## src/hdl/smsc_pkg.sv

```systemverilog
package smsc_pkg;

  typedef logic [31:0] pos_t;
  typedef logic [15:0] speed_t;

  typedef enum logic [1:0] {
    STATUS_MOVING  = 2'd0,
    STATUS_PASSED  = 2'd1,
    STATUS_REACHED = 2'd2
  } status_e;

  typedef enum logic [3:0] {
    ST_IDLE,
    ST_SQX,
    ST_SQY,
    ST_ADD,
    ST_SQRT,
    ST_EVAL,
    ST_DIVCHK,
    ST_DIV,
    ST_DONE
  } state_e;

  localparam int unsigned RegIdxW = 3;
  localparam int unsigned AddrW   = 5;

  localparam logic [RegIdxW-1:0] REG_TARGET_X  = 3'd0;
  localparam logic [RegIdxW-1:0] REG_TARGET_Y  = 3'd1;
  localparam logic [RegIdxW-1:0] REG_MAX_SPEED = 3'd2;
  localparam logic [RegIdxW-1:0] REG_BRAKE     = 3'd3;
  localparam logic [RegIdxW-1:0] REG_REVERSE   = 3'd4;

  // 0.01 m in q16.16 and 0.005 in q4.12
  localparam logic [31:0] NEAR_LIMIT   = 32'd655;
  localparam logic [15:0] SPEED_OFFSET = 16'd20;

  localparam logic [14:0] MAX_SPEED_RST = 15'd4096;
  localparam logic [30:0] BRAKE_RST     = 31'd65536;

endpackage

```

## src/hdl/smsc_if.sv

```systemverilog
interface smsc_pose_if;
  logic              valid;
  logic              ready;
  smsc_pkg::pos_t    pose_x;
  smsc_pkg::pos_t    pose_y;

  modport source (output valid, output pose_x, output pose_y, input ready);
  modport sink   (input valid, input pose_x, input pose_y, output ready);
endinterface

interface smsc_speed_if;
  logic              valid;
  logic              ready;
  smsc_pkg::speed_t  wheel_speed;
  logic [1:0]        move_status;

  modport source (output valid, output wheel_speed, output move_status, input ready);
  modport sink   (input valid, input wheel_speed, input move_status, output ready);
endinterface

```

## src/hdl/straight_move_speed_controller.sv

```systemverilog
// channel   dir  word                       handshake
// pose_i    in   pose_x, pose_y (q16.16)    valid/ready
// speed_o   out  wheel_speed (q4.12), status valid/ready
// apb       in   target, speed, brake, rev  psel/penable, pready always high
//
// one word is squared on one 32x32 multiplier, then takes 32 sqrt steps and,
// when moving, an overflow check and the divide steps; sqrt, check and divide
// share one 35-bit subtractor. A quotient that overflows 15 bits skips the
// divide steps, and a stopped word skips both check and divide.
// rst_ni is asynchronous, active low; the closest distance resets to all ones.
// pose_i is not ready while a word is in work; a finished result waits in the
// output register while the next word is taken and worked on.
module straight_move_speed_controller (
  input  logic                             clk_i,
  input  logic                             rst_ni,
  smsc_pose_if.sink                        pose_i,
  smsc_speed_if.source                     speed_o,
  input  logic                             psel,
  input  logic                             penable,
  input  logic                             pwrite,
  input  logic [smsc_pkg::AddrW-1:0]       paddr,
  input  logic [31:0]                      pwdata,
  output logic [31:0]                      prdata,
  output logic                             pready
);

  // configuration
  logic [31:0] tgt_x_q, tgt_y_q;
  logic [14:0] max_speed_q;
  logic [30:0] brake_q;
  logic        reverse_q;
  logic        cfg_wr;
  logic [smsc_pkg::RegIdxW-1:0] cfg_idx;

  assign pready  = 1'b1;
  assign cfg_wr  = psel & penable & pwrite;
  assign cfg_idx = paddr[4:2];

  always_ff @(posedge clk_i or negedge rst_ni) begin
    if (!rst_ni) begin
      tgt_x_q     <= '0;
      tgt_y_q     <= '0;
      max_speed_q <= smsc_pkg::MAX_SPEED_RST;
      brake_q     <= smsc_pkg::BRAKE_RST;
      reverse_q   <= 1'b0;
    end else if (cfg_wr) begin
      unique case (cfg_idx)
        smsc_pkg::REG_TARGET_X:  tgt_x_q     <= pwdata;
        smsc_pkg::REG_TARGET_Y:  tgt_y_q     <= pwdata;
        smsc_pkg::REG_MAX_SPEED: max_speed_q <= pwdata[14:0];
        smsc_pkg::REG_BRAKE:     brake_q     <= pwdata[30:0];
        smsc_pkg::REG_REVERSE:   reverse_q   <= pwdata[0];
        default: ;
      endcase
    end
  end

  always_comb begin
    unique case (cfg_idx)
      smsc_pkg::REG_TARGET_X:  prdata = tgt_x_q;
      smsc_pkg::REG_TARGET_Y:  prdata = tgt_y_q;
      smsc_pkg::REG_MAX_SPEED: prdata = {17'd0, max_speed_q};
      smsc_pkg::REG_BRAKE:     prdata = {1'b0, brake_q};
      smsc_pkg::REG_REVERSE:   prdata = {31'd0, reverse_q};
      default:                 prdata = '0;
    endcase
  end

  // sequencer
  smsc_pkg::state_e state_q, state_d;
  logic [4:0]  cnt_q;
  logic        in_acc, load_out;
  logic        out_valid_q;
  logic [15:0] out_speed_q;
  logic [1:0]  out_status_q;
  logic [31:0] closest_q;

  // datapath
  logic [31:0] ax_q, ay_q;
  logic [63:0] prod_q;
  logic [64:0] sum_q;
  logic [34:0] rem_q;
  logic [31:0] root_q;
  logic [31:0] dist_q;
  logic [33:0] div_q;
  logic [14:0] lo_q;
  logic        ovf_q;
  smsc_pkg::status_e status_q;

  // shared subtractor
  logic [34:0] alu_a, alu_b;
  logic [35:0] alu_diff;
  logic        alu_ge;

  always_comb begin
    unique case (state_q)
      smsc_pkg::ST_SQRT: begin
        alu_a = {rem_q[32:0], sum_q[63:62]};
        alu_b = {1'b0, root_q, 2'b01};
      end
      smsc_pkg::ST_DIVCHK: begin
        alu_a = {6'd0, dist_q[31:3]};
        alu_b = {1'b0, div_q};
      end
      smsc_pkg::ST_DIV: begin
        alu_a = {rem_q[33:0], lo_q[14]};
        alu_b = {1'b0, div_q};
      end
      default: begin
        alu_a = '0;
        alu_b = '0;
      end
    endcase
  end

  assign alu_diff = {1'b0, alu_a} - {1'b0, alu_b};
  assign alu_ge   = ~alu_diff[35];

  // absolute differences at accept
  logic [32:0] dx, dy, adx, ady;
  assign dx  = {pose_i.pose_x[31], pose_i.pose_x} - {tgt_x_q[31], tgt_x_q};
  assign dy  = {pose_i.pose_y[31], pose_i.pose_y} - {tgt_y_q[31], tgt_y_q};
  assign adx = dx[32] ? (33'd0 - dx) : dx;
  assign ady = dy[32] ? (33'd0 - dy) : dy;

  logic [31:0] mult_op;
  logic [63:0] mult_res;
  assign mult_op  = (state_q == smsc_pkg::ST_SQX) ? ax_q : ay_q;
  assign mult_res = mult_op * mult_op;

  // distance evaluation
  logic [31:0] dist_cur;
  logic [31:0] closest_new;
  logic        passed, reached;
  logic [30:0] brake_eff;
  assign dist_cur    = sum_q[64] ? '1 : root_q;
  assign closest_new = (dist_cur < closest_q) ? dist_cur : closest_q;
  assign passed      = {1'b0, dist_cur} > ({1'b0, closest_new} + {1'b0, smsc_pkg::NEAR_LIMIT});
  assign reached     = dist_cur <= smsc_pkg::NEAR_LIMIT;
  assign brake_eff   = (brake_q == '0) ? 31'd1 : brake_q;

  // speed from the quotient
  logic [15:0] qsum, qclip, speed;
  assign qsum  = {1'b0, root_q[14:0]} + smsc_pkg::SPEED_OFFSET;
  assign qclip = (ovf_q || qsum > {1'b0, max_speed_q}) ? {1'b0, max_speed_q} : qsum;
  assign speed = (status_q != smsc_pkg::STATUS_MOVING) ? 16'd0 :
                 reverse_q ? (16'd0 - qclip) : qclip;

  // next state
  always_comb begin
    state_d = state_q;
    unique case (state_q)
      smsc_pkg::ST_IDLE:   if (in_acc) state_d = smsc_pkg::ST_SQX;
      smsc_pkg::ST_SQX:    state_d = smsc_pkg::ST_SQY;
      smsc_pkg::ST_SQY:    state_d = smsc_pkg::ST_ADD;
      smsc_pkg::ST_ADD:    state_d = smsc_pkg::ST_SQRT;
      smsc_pkg::ST_SQRT:   if (cnt_q == '0) state_d = smsc_pkg::ST_EVAL;
      smsc_pkg::ST_EVAL: begin
        if (passed || reached) state_d = smsc_pkg::ST_DONE;
        else                   state_d = smsc_pkg::ST_DIVCHK;
      end
      smsc_pkg::ST_DIVCHK: state_d = alu_ge ? smsc_pkg::ST_DONE : smsc_pkg::ST_DIV;
      smsc_pkg::ST_DIV:    if (cnt_q == '0) state_d = smsc_pkg::ST_DONE;
      smsc_pkg::ST_DONE:   if (load_out) state_d = smsc_pkg::ST_IDLE;
      default:             state_d = smsc_pkg::ST_IDLE;
    endcase
  end

  // handshake outputs
  always_comb begin
    pose_i.ready = (state_q == smsc_pkg::ST_IDLE);
    load_out     = (state_q == smsc_pkg::ST_DONE) && (!out_valid_q || speed_o.ready);
  end

  assign in_acc = pose_i.valid & pose_i.ready;

  assign speed_o.valid       = out_valid_q;
  assign speed_o.wheel_speed = out_speed_q;
  assign speed_o.move_status = out_status_q;

  always_ff @(posedge clk_i or negedge rst_ni) begin
    if (!rst_ni) begin
      state_q     <= smsc_pkg::ST_IDLE;
      cnt_q       <= '0;
      out_valid_q <= 1'b0;
      closest_q   <= '1;
    end else begin
      state_q <= state_d;
      if (state_q == smsc_pkg::ST_ADD)    cnt_q <= 5'd31;
      else if (state_q == smsc_pkg::ST_DIVCHK) cnt_q <= 5'd14;
      else if (cnt_q != '0 && (state_q == smsc_pkg::ST_SQRT ||
                               state_q == smsc_pkg::ST_DIV)) cnt_q <= cnt_q - 5'd1;
      if (state_q == smsc_pkg::ST_EVAL) closest_q <= closest_new;
      if (load_out)            out_valid_q <= 1'b1;
      else if (speed_o.ready)  out_valid_q <= 1'b0;
    end
  end

  always_ff @(posedge clk_i) begin
    if (in_acc) begin
      ax_q <= adx[31:0];
      ay_q <= ady[31:0];
    end
    unique case (state_q)
      smsc_pkg::ST_SQX: prod_q <= mult_res;
      smsc_pkg::ST_SQY: begin
        sum_q  <= {1'b0, prod_q};
        prod_q <= mult_res;
      end
      smsc_pkg::ST_ADD: begin
        sum_q  <= {1'b0, sum_q[63:0]} + {1'b0, prod_q};
        rem_q  <= '0;
        root_q <= '0;
      end
      smsc_pkg::ST_SQRT: begin
        // keep the overflow bit, feed two radicand bits per step
        sum_q <= {sum_q[64], sum_q[61:0], 2'b00};
        if (alu_ge) begin
          rem_q  <= alu_diff[34:0];
          root_q <= {root_q[30:0], 1'b1};
        end else begin
          rem_q  <= alu_a;
          root_q <= {root_q[30:0], 1'b0};
        end
      end
      smsc_pkg::ST_EVAL: begin
        dist_q   <= dist_cur;
        div_q    <= {1'b0, brake_eff, 2'b00} + {2'b00, brake_eff, 1'b0};
        status_q <= passed  ? smsc_pkg::STATUS_PASSED :
                    reached ? smsc_pkg::STATUS_REACHED : smsc_pkg::STATUS_MOVING;
      end
      smsc_pkg::ST_DIVCHK: begin
        // a quotient that does not fit in 15 bits saturates at max speed
        ovf_q  <= alu_ge;
        rem_q  <= alu_a;
        lo_q   <= {dist_q[2:0], 12'd0};
        root_q <= '0;
      end
      smsc_pkg::ST_DIV: begin
        lo_q <= {lo_q[13:0], 1'b0};
        if (alu_ge) begin
          rem_q  <= alu_diff[34:0];
          root_q <= {root_q[30:0], 1'b1};
        end else begin
          rem_q  <= alu_a;
          root_q <= {root_q[30:0], 1'b0};
        end
      end
      default: ;
    endcase
    if (load_out) begin
      out_speed_q  <= speed;
      out_status_q <= status_q;
    end
  end

  a_accept_starts: assert property (@(posedge clk_i) disable iff (!rst_ni)
    in_acc |=> state_q == smsc_pkg::ST_SQX)
    else $error("accepted word did not start squaring");

  a_closest_falls: assert property (@(posedge clk_i) disable iff (!rst_ni)
    ##1 closest_q <= $past(closest_q))
    else $error("closest distance grew");

  a_stop_zero: assert property (@(posedge clk_i) disable iff (!rst_ni)
    (out_valid_q && out_status_q != smsc_pkg::STATUS_MOVING) |-> out_speed_q == 16'd0)
    else $error("stopped result with nonzero speed");

endmodule

```

## src/flat_wrapper.sv

```systemverilog
// flat-port wrapper written by rule: the top's interface ports become plain ports
module straight_move_speed_controller_flat 
  (clk_i, rst_ni, psel, penable, pwrite, paddr, pwdata, prdata, pready, pose_i_valid, pose_i_pose_x, pose_i_pose_y, pose_i_ready, speed_o_valid, speed_o_wheel_speed, speed_o_move_status, speed_o_ready);
  smsc_pose_if pose_i_i ();
  smsc_speed_if speed_o_i ();
  input  logic clk_i;
  input  logic rst_ni;
  input  logic psel;
  input  logic penable;
  input  logic pwrite;
  input  logic [smsc_pkg::AddrW-1:0] paddr;
  input  logic [31:0] pwdata;
  output logic [31:0] prdata;
  output logic pready;
  input wire logic [$bits(pose_i_i.valid)-1:0] pose_i_valid;
  input wire logic [$bits(pose_i_i.pose_x)-1:0] pose_i_pose_x;
  input wire logic [$bits(pose_i_i.pose_y)-1:0] pose_i_pose_y;
  output wire logic [$bits(pose_i_i.ready)-1:0] pose_i_ready;
  output wire logic [$bits(speed_o_i.valid)-1:0] speed_o_valid;
  output wire logic [$bits(speed_o_i.wheel_speed)-1:0] speed_o_wheel_speed;
  output wire logic [$bits(speed_o_i.move_status)-1:0] speed_o_move_status;
  input wire logic [$bits(speed_o_i.ready)-1:0] speed_o_ready;
  assign pose_i_i.valid = pose_i_valid;
  assign pose_i_i.pose_x = pose_i_pose_x;
  assign pose_i_i.pose_y = pose_i_pose_y;
  assign pose_i_ready = pose_i_i.ready;
  assign speed_o_valid = speed_o_i.valid;
  assign speed_o_wheel_speed = speed_o_i.wheel_speed;
  assign speed_o_move_status = speed_o_i.move_status;
  assign speed_o_i.ready = speed_o_ready;
  straight_move_speed_controller u_core (.clk_i(clk_i), .rst_ni(rst_ni), .pose_i(pose_i_i), .speed_o(speed_o_i), .psel(psel), .penable(penable), .pwrite(pwrite), .paddr(paddr), .pwdata(pwdata), .prdata(prdata), .pready(pready));
endmodule
```

## config.mk

```make
export PLATFORM = sky130hd
export DESIGN_NAME = straight_move_speed_controller_flat
export DESIGN_NICKNAME = d
export VERILOG_FILES = /design/src/hdl/smsc_pkg.sv /design/src/hdl/smsc_if.sv /design/src/hdl/straight_move_speed_controller.sv /design/src/flat_wrapper.sv
export SDC_FILE = /design/constraint.sdc
export NUM_CORES = 2
export LEC_CHECK = 0
export ABC_AREA = 1
export BUFFER_PORTS_ARGS = -buffer_cell sky130_fd_sc_hd__buf_2
export CAP_MARGIN = 5
export CORE_MARGIN = 4
export CORE_UTILIZATION = 40
export DETAILED_ROUTE_END_ITERATION = 12
export GPL_TIMING_DRIVEN = 0
export PLACE_DENSITY = 0.57
export SYNTH_ARGS = -nofsm -noshare
export SYNTH_HDL_FRONTEND = slang
export SYNTH_SLANG_ARGS = --single-unit
```

## constraint.sdc

```tcl
create_clock -name clk_i -period 8.9 [get_ports clk_i]
set_input_delay 1.78 -clock clk_i [delete_from_list [all_inputs] [get_ports clk_i]]
set_output_delay 1.78 -clock clk_i [all_outputs]
set_load 0.01 [all_outputs]
```

Word-level counts from Yosys, hierarchy flattened
Cells that the tools add are included.

Flip-flop bits (word level): 514. Input bits: 108. Output and inout port bits: 53. Logic and storage cells: 121.

Add/sub/neg operators: 11. Multipliers: 1. Magnitude comparators: 4. Equal/unequal tests: 16. Mux-type cells: 30. Bitwise operators: 5. Reductions and logical operators: 31.

Operators with widths (count): $pmux W65 S3 (1); $mux W32 (5); $pmux W32 S5 (1); $pmux W35 S3 (1); $pmux W34 S3 (1); $pmux W34 S2 (1); $sub A32 B32 Y33 (2); $add A64 B64 Y65 (1); $mul A32 B32 Y64 (1); $pmux W32 S2 (1); $sub A1 B32 Y32 const A (2); $pmux W4 S9 (1); $sub A35 B34 Y36 (1); $add A33 B32 Y34 (1); $mux W34 (1); $add A32 B10 Y33 const B (1); $gt A32 B33 Y1 (1); $le A32 B10 Y1 const B (1); $lt A32 B32 Y1 (1); $mux W16 (2); $logic_not A31 Y1 (1); $mux W31 (1); $pmux W15 S2 (1); $mux W4 (6); 30 further kinds (62).

Depth between registers and ports, before layout
Depth in word-level cells: 8. Depth in mapped cells: 44. Gate-level depth less buffers: 43.

Worst setup path before layout
No wires, ideal clock.

Path kind: reg-to-reg. Start point: reg u_core.state_q[3]. End point: reg u_core.prod_q[63], data pin. Library setup time: 0.260 ns. Arrival: 7.818 ns. Data required time: 8.640 ns. Path slack: 0.822 ns. Cell stages (with the launch flop): 37. Buffers on the path: 2. Clock period less this slack: 8.078 ns. Path through: dfrtp_1 nor2_1 inv_1 nor2_1 inv_2 clkbuf_1 o21ai_1 clkinv_1 clkbuf_1 nor2_1 inv_1 fa_1 inv_1 fa_1 inv_1 fa_1 fa_1 inv_1 fa_1 fa_1 fa_1 inv_1 fa_1 inv_1 ha_1 nand2_1 nor2_1 nand2_1 nor4_1 nand2_1 o211ai_1 nand3_1 nand2_1 nand3_1 nand3_1 a21oi_1 xnor2_1.

Cells in the longest elaborated chain, start to end: 3.

RTL lines: start: declaration (line straight_move_speed_controller.sv:70) `smsc_pkg::state_e state_q, state_d;`; start signal: assignment (line straight_move_speed_controller.sv:183) `state_q <= smsc_pkg::ST_IDLE;`; start signal: assignment (line straight_move_speed_controller.sv:188) `state_q <= state_d;`; $eq A4 B1 Y1 (line straight_move_speed_controller.sv:128) `assign mult_op = (state_q == smsc_pkg::ST_SQX) ? ax_q : ay_q;`; $mux W32 (line straight_move_speed_controller.sv:128); $mul A32 B32 Y64 (line straight_move_speed_controller.sv:129) `assign mult_res = mult_op * mult_op;`; net u_core.mult_res[63] (line straight_move_speed_controller.sv:127) `logic [63:0] mult_res;`; end signal: assignment (line straight_move_speed_controller.sv:205) `smsc_pkg::ST_SQX: prod_q <= mult_res;`; end signal: assignment (line straight_move_speed_controller.sv:208) `prod_q <= mult_res;`; end: declaration (line straight_move_speed_controller.sv:80) `logic [63:0] prod_q;`.

The timed path passes the listed nets, and every way through them passes these cells. A chain may end at the register's enable or synchronous reset.

Worst setup path after layout
Start point: reg u_core.state_q[3]. End point: reg u_core.prod_q[55], data pin.

Same word-level chain as after synthesis.

==> run_results.csv <==
group,metric,value,unit
floorplan,ios,161,
grt,grt_pass1_vias,56722,
grt,grt_max_degree,114,
drt,ant_nets,0,
clock_tree,clock_latency,0.68,ns
setup_path,startpoint_type,"flip-flop",
setup_path,worstSetupPathType,"reg2reg",
placed_design,gp_congestion,0.9752,
clock_tree,clockBufferDepth,3,
synth,synth-seq-cells,500,
synth,synthSimpleGateAreaFrac,16.77,%
synth,synthesis.instances,8066,
setup_path,worstPathRequired,9.28,ns
drt,routed_wl,228.2,mm
synth,syn_area,65280,um2
synth,synth_edf_count,347,
drt,wire_per_inst,21.58,um
setup_path,critPathMostFrequentCell,"fa_1",
synth,synth_compound_area_share,11.26,%
sta,hold_violations,0,
setup_path,r2r_slack,0.25,ns
cells_and_area,final_common_cell,"inv_1",
clock_tree,ctsHoldBuffers,0,
synth,synth_top_area_share,24.90,%
cells_and_area,final_cell_mix,"1,676 x inv_1, 1,428 x nand2_1, 809 x fa_1",
floorplan,start_util,40.47,%
floorplan,die_w,412.0,um
sta,max_freq,0.1156,GHz
clock_tree,cts.sinks,500,
synth,ys_warn_count,0,
synth,yosys.area_share.xor_xnor,3.592,%
setup_path,critical_path_arrival,9.04,ns
synth,synth_seq_area_share,21.89,%
cells_and_area,fin_util,45.26,%
floorplan,core_area,161300,um2
grt,grt_antenna_before_repair,3,
placed_design,portBuffers,157,
synth,ys.flop_type,"edfxtp_1",
clock_tree,cts_buffers,67,
cells_and_area,drive_gt1_share,8.105,%
clock_tree,clk_pin_slew,0.06,ns
grt,grt_pass1_wl,345.1,mm
floorplan,placementRows,147,
setup_path,cp_max_fo,10,
sta,finalMaxSlewViolations,0,
drt,drt_pass1_iterations,8,
synth,synth_top_area_cell,"fa_1",
grt,overflow,0,
synth,synth_mux_area_share,0.01533,%
sta,finalCritPeriodShare,97.24,%
hold_path,hold_path_class,"reg2reg",
cells_and_area,area_growth,11.84,%
synth,synth_cell_types,67,
synth,ys_async_sr_fraction,30.60,%
sta,rsz0062_at_grt,"true",
drt,routed_via_density,5.293,
drt,route.vias.total,55979,
drt,drc,0,
outcome,outcome,"finished, final reports clean",
setup_path,endpoint_kind,"flip-flop",
sta,relSlewSlack,16.79,%
floorplan,die-area,169700,um2
sta,worst_slew_pin_slew,1.243,ns
sta,setup_viol,0,
grt,grt_usage,26.82,%
setup_path,slowest_stage,"fa_1",
sta,min_period,8.654,ns
synth,syn_area_per_cell,8.093,um2
synth,yosys-top-cells-area,"fa_1 25%, edfxtp_1 16%, ha_1 10%",
cells_and_area,final_net_count,9825,
synth,synth_top_family_by_area,"adder cells",
clock_tree,htreeDepth,3,
drt,drt-initial-drc-count,4933,
sta,clock-skew-final,0.05754,ns
synth,yosys.area_share.adder,35.25,%
cells_and_area,nFillCells,16200,
clock_tree,cts-root-buf,"clkbuf_16",
floorplan,dieHeight,412.0,um
synth,synthesis.nets,9526,
placed_design,dp_hpwl,187.3,mm
clock_tree,cts_tree,"yes",
run,maxCapViolCount,0,
setup_path,critPathMaxStageDelay,0.64,ns
==> state kept, by name, indices dropped and copies added (netlist names), 16 cells and up <==
name                        cells
u_core.dist_q                  32
u_core.prod_q                  63
u_core.brake_q                 31
u_core.tgt_x_q                 32
u_core.speed_o.wheel_speed     16
u_core.ay_q                    32
u_core.ax_q                    32
u_core.root_q                  32
u_core.rem_q                   34
u_core.tgt_y_q                 32
u_core.div_q                   33
u_core.sum_q                   65
u_core.closest_q               32
==> cell families (layout without fill, tap and decap cells) <==
| family | count (synthesis) | count (layout) |
|---|---|---|
| XOR/XNOR | 266 | 266 |
| AO/OA/AOI/OAI | 1311 | 1311 |
| AND/OR/NAND/NOR | 2697 | 2697 |
| other | 1 | 3 |
| flip-flops | 500 | 500 |
| adder cells (fa/ha/maj) | 1352 | 1352 |
| multiplexers | 1 | 1 |
| buffers and inverters | 1938 | 2287 |
==> cells in the mapped netlist, types with 42 or more instances <==
master    number
a21oi_1      447
nand3_1      224
o211ai_1      42
fa_1         812
nor4_1        44
a31oi_1       62
dfrtp_1      119
ha_1         540
xnor2_1       73
edfxtp_1     347
clkbuf_1     205
nor2_1       827
nand2_1     1434
o21ai_0      499
nand4_1       55
inv_1       1687
xor2_1       191
o21ai_1       53
nor3_1        58
==> path summary, 6_finish.rpt <==
path                                                       start  depth (start not counted)                                 endpoint
max in group asynchronous                                 rst_ni                          2           u_core.tgt_y_q[29]$_DFFE_PN0P_
worst min register to register  u_core.status_q[1]$_SDFFCE_PN0N_                          0  u_core.speed_o.move_status[1]$_DFFE_PP_
worst max register to register     u_core.state_q[3]$_DFFE_PN0P_                         31              u_core.prod_q[55]$_DFFE_PP_
worst min-delay path            u_core.status_q[1]$_SDFFCE_PN0N_                          0  u_core.speed_o.move_status[1]$_DFFE_PP_
worst max-delay path               u_core.state_q[3]$_DFFE_PN0P_                         31              u_core.prod_q[55]$_DFFE_PP_
min in group asynchronous                                 rst_ni                          1         u_core.speed_o.valid$_DFFE_PN0P_
==> critical path: cells and delay by family, from the launching register on <==
kind,cells,cell delay (ns)
compound gates,5,1.18
fa+ha+maj,9,4.57
buf+inv,8,1.03
flops,1,0.41
simple gates,8,0.97
xor+xnor,1,0.16
==> per-layer routing <==
| layer | vias to the layer above | global-route usage, % | wire length, um |
|---|---|---|---|
| met3 | 455 | 5.193 | 18260 |
| met1 | 27330 | 35.25 | 94460 |
| li1 | 26123 | - | - |
| met2 | 2069 | 43.81 | 105400 |
| met4 | 2 | 10.21 | 9954 |
| met5 | - | 0 | 121 |
==> metrics by stage <==
step / std cells / area (um2) / hold WS, ns / TNS (ns) / setup WS [ns]
after floorplan: 8066 / 65280 / 0.4272 / 0 / 0.8221
after global placement: 10383 / 68770 / 0.4299 / -178.04 / -3.892
after detailed placement: 10405 / 69160 / 0.4336 / -103.31 / -2.736
after CTS: 10547 / 72230 / 0.4489 / -0.005196 / -0.005196
after global routing: 10575 / 73010 / 0.4822 / -0.1214 / -0.05019
final: 10577 / 73010 / 0.4476 / 0 / 0.2459
==> what timing repair did <==
item | in CTS | in global routing
setup endpoints to repair | 55 | 32
setup buffers | 23 | 28
cloned | 0 | 0
gates resized for setup | 232 | 227
pin swaps | 11 | 11
==> final cells by class <==
cell class | count | area [um2] | area share [%]
Tap cell | 2160 | 2703 | 3.702
Inverter | 1710 | 6482 | 8.879
Clock inverter | 44 | 489.2 | 0.6700
Buffer | 227 | 1331 | 1.823
Sequential cell | 500 | 14290 | 19.57
Antenna cell | 2 | 5.005 | 0.006855
Timing Repair Buffer | 231 | 1672 | 2.289
Multi-Input combinational cell | 5628 | 44290 | 60.66
Clock buffer | 75 | 1748 | 2.394
Power is left out: the tool's default activity adds up to more than one toggle a clock period on the data nets, which glitch-free logic cannot reach.
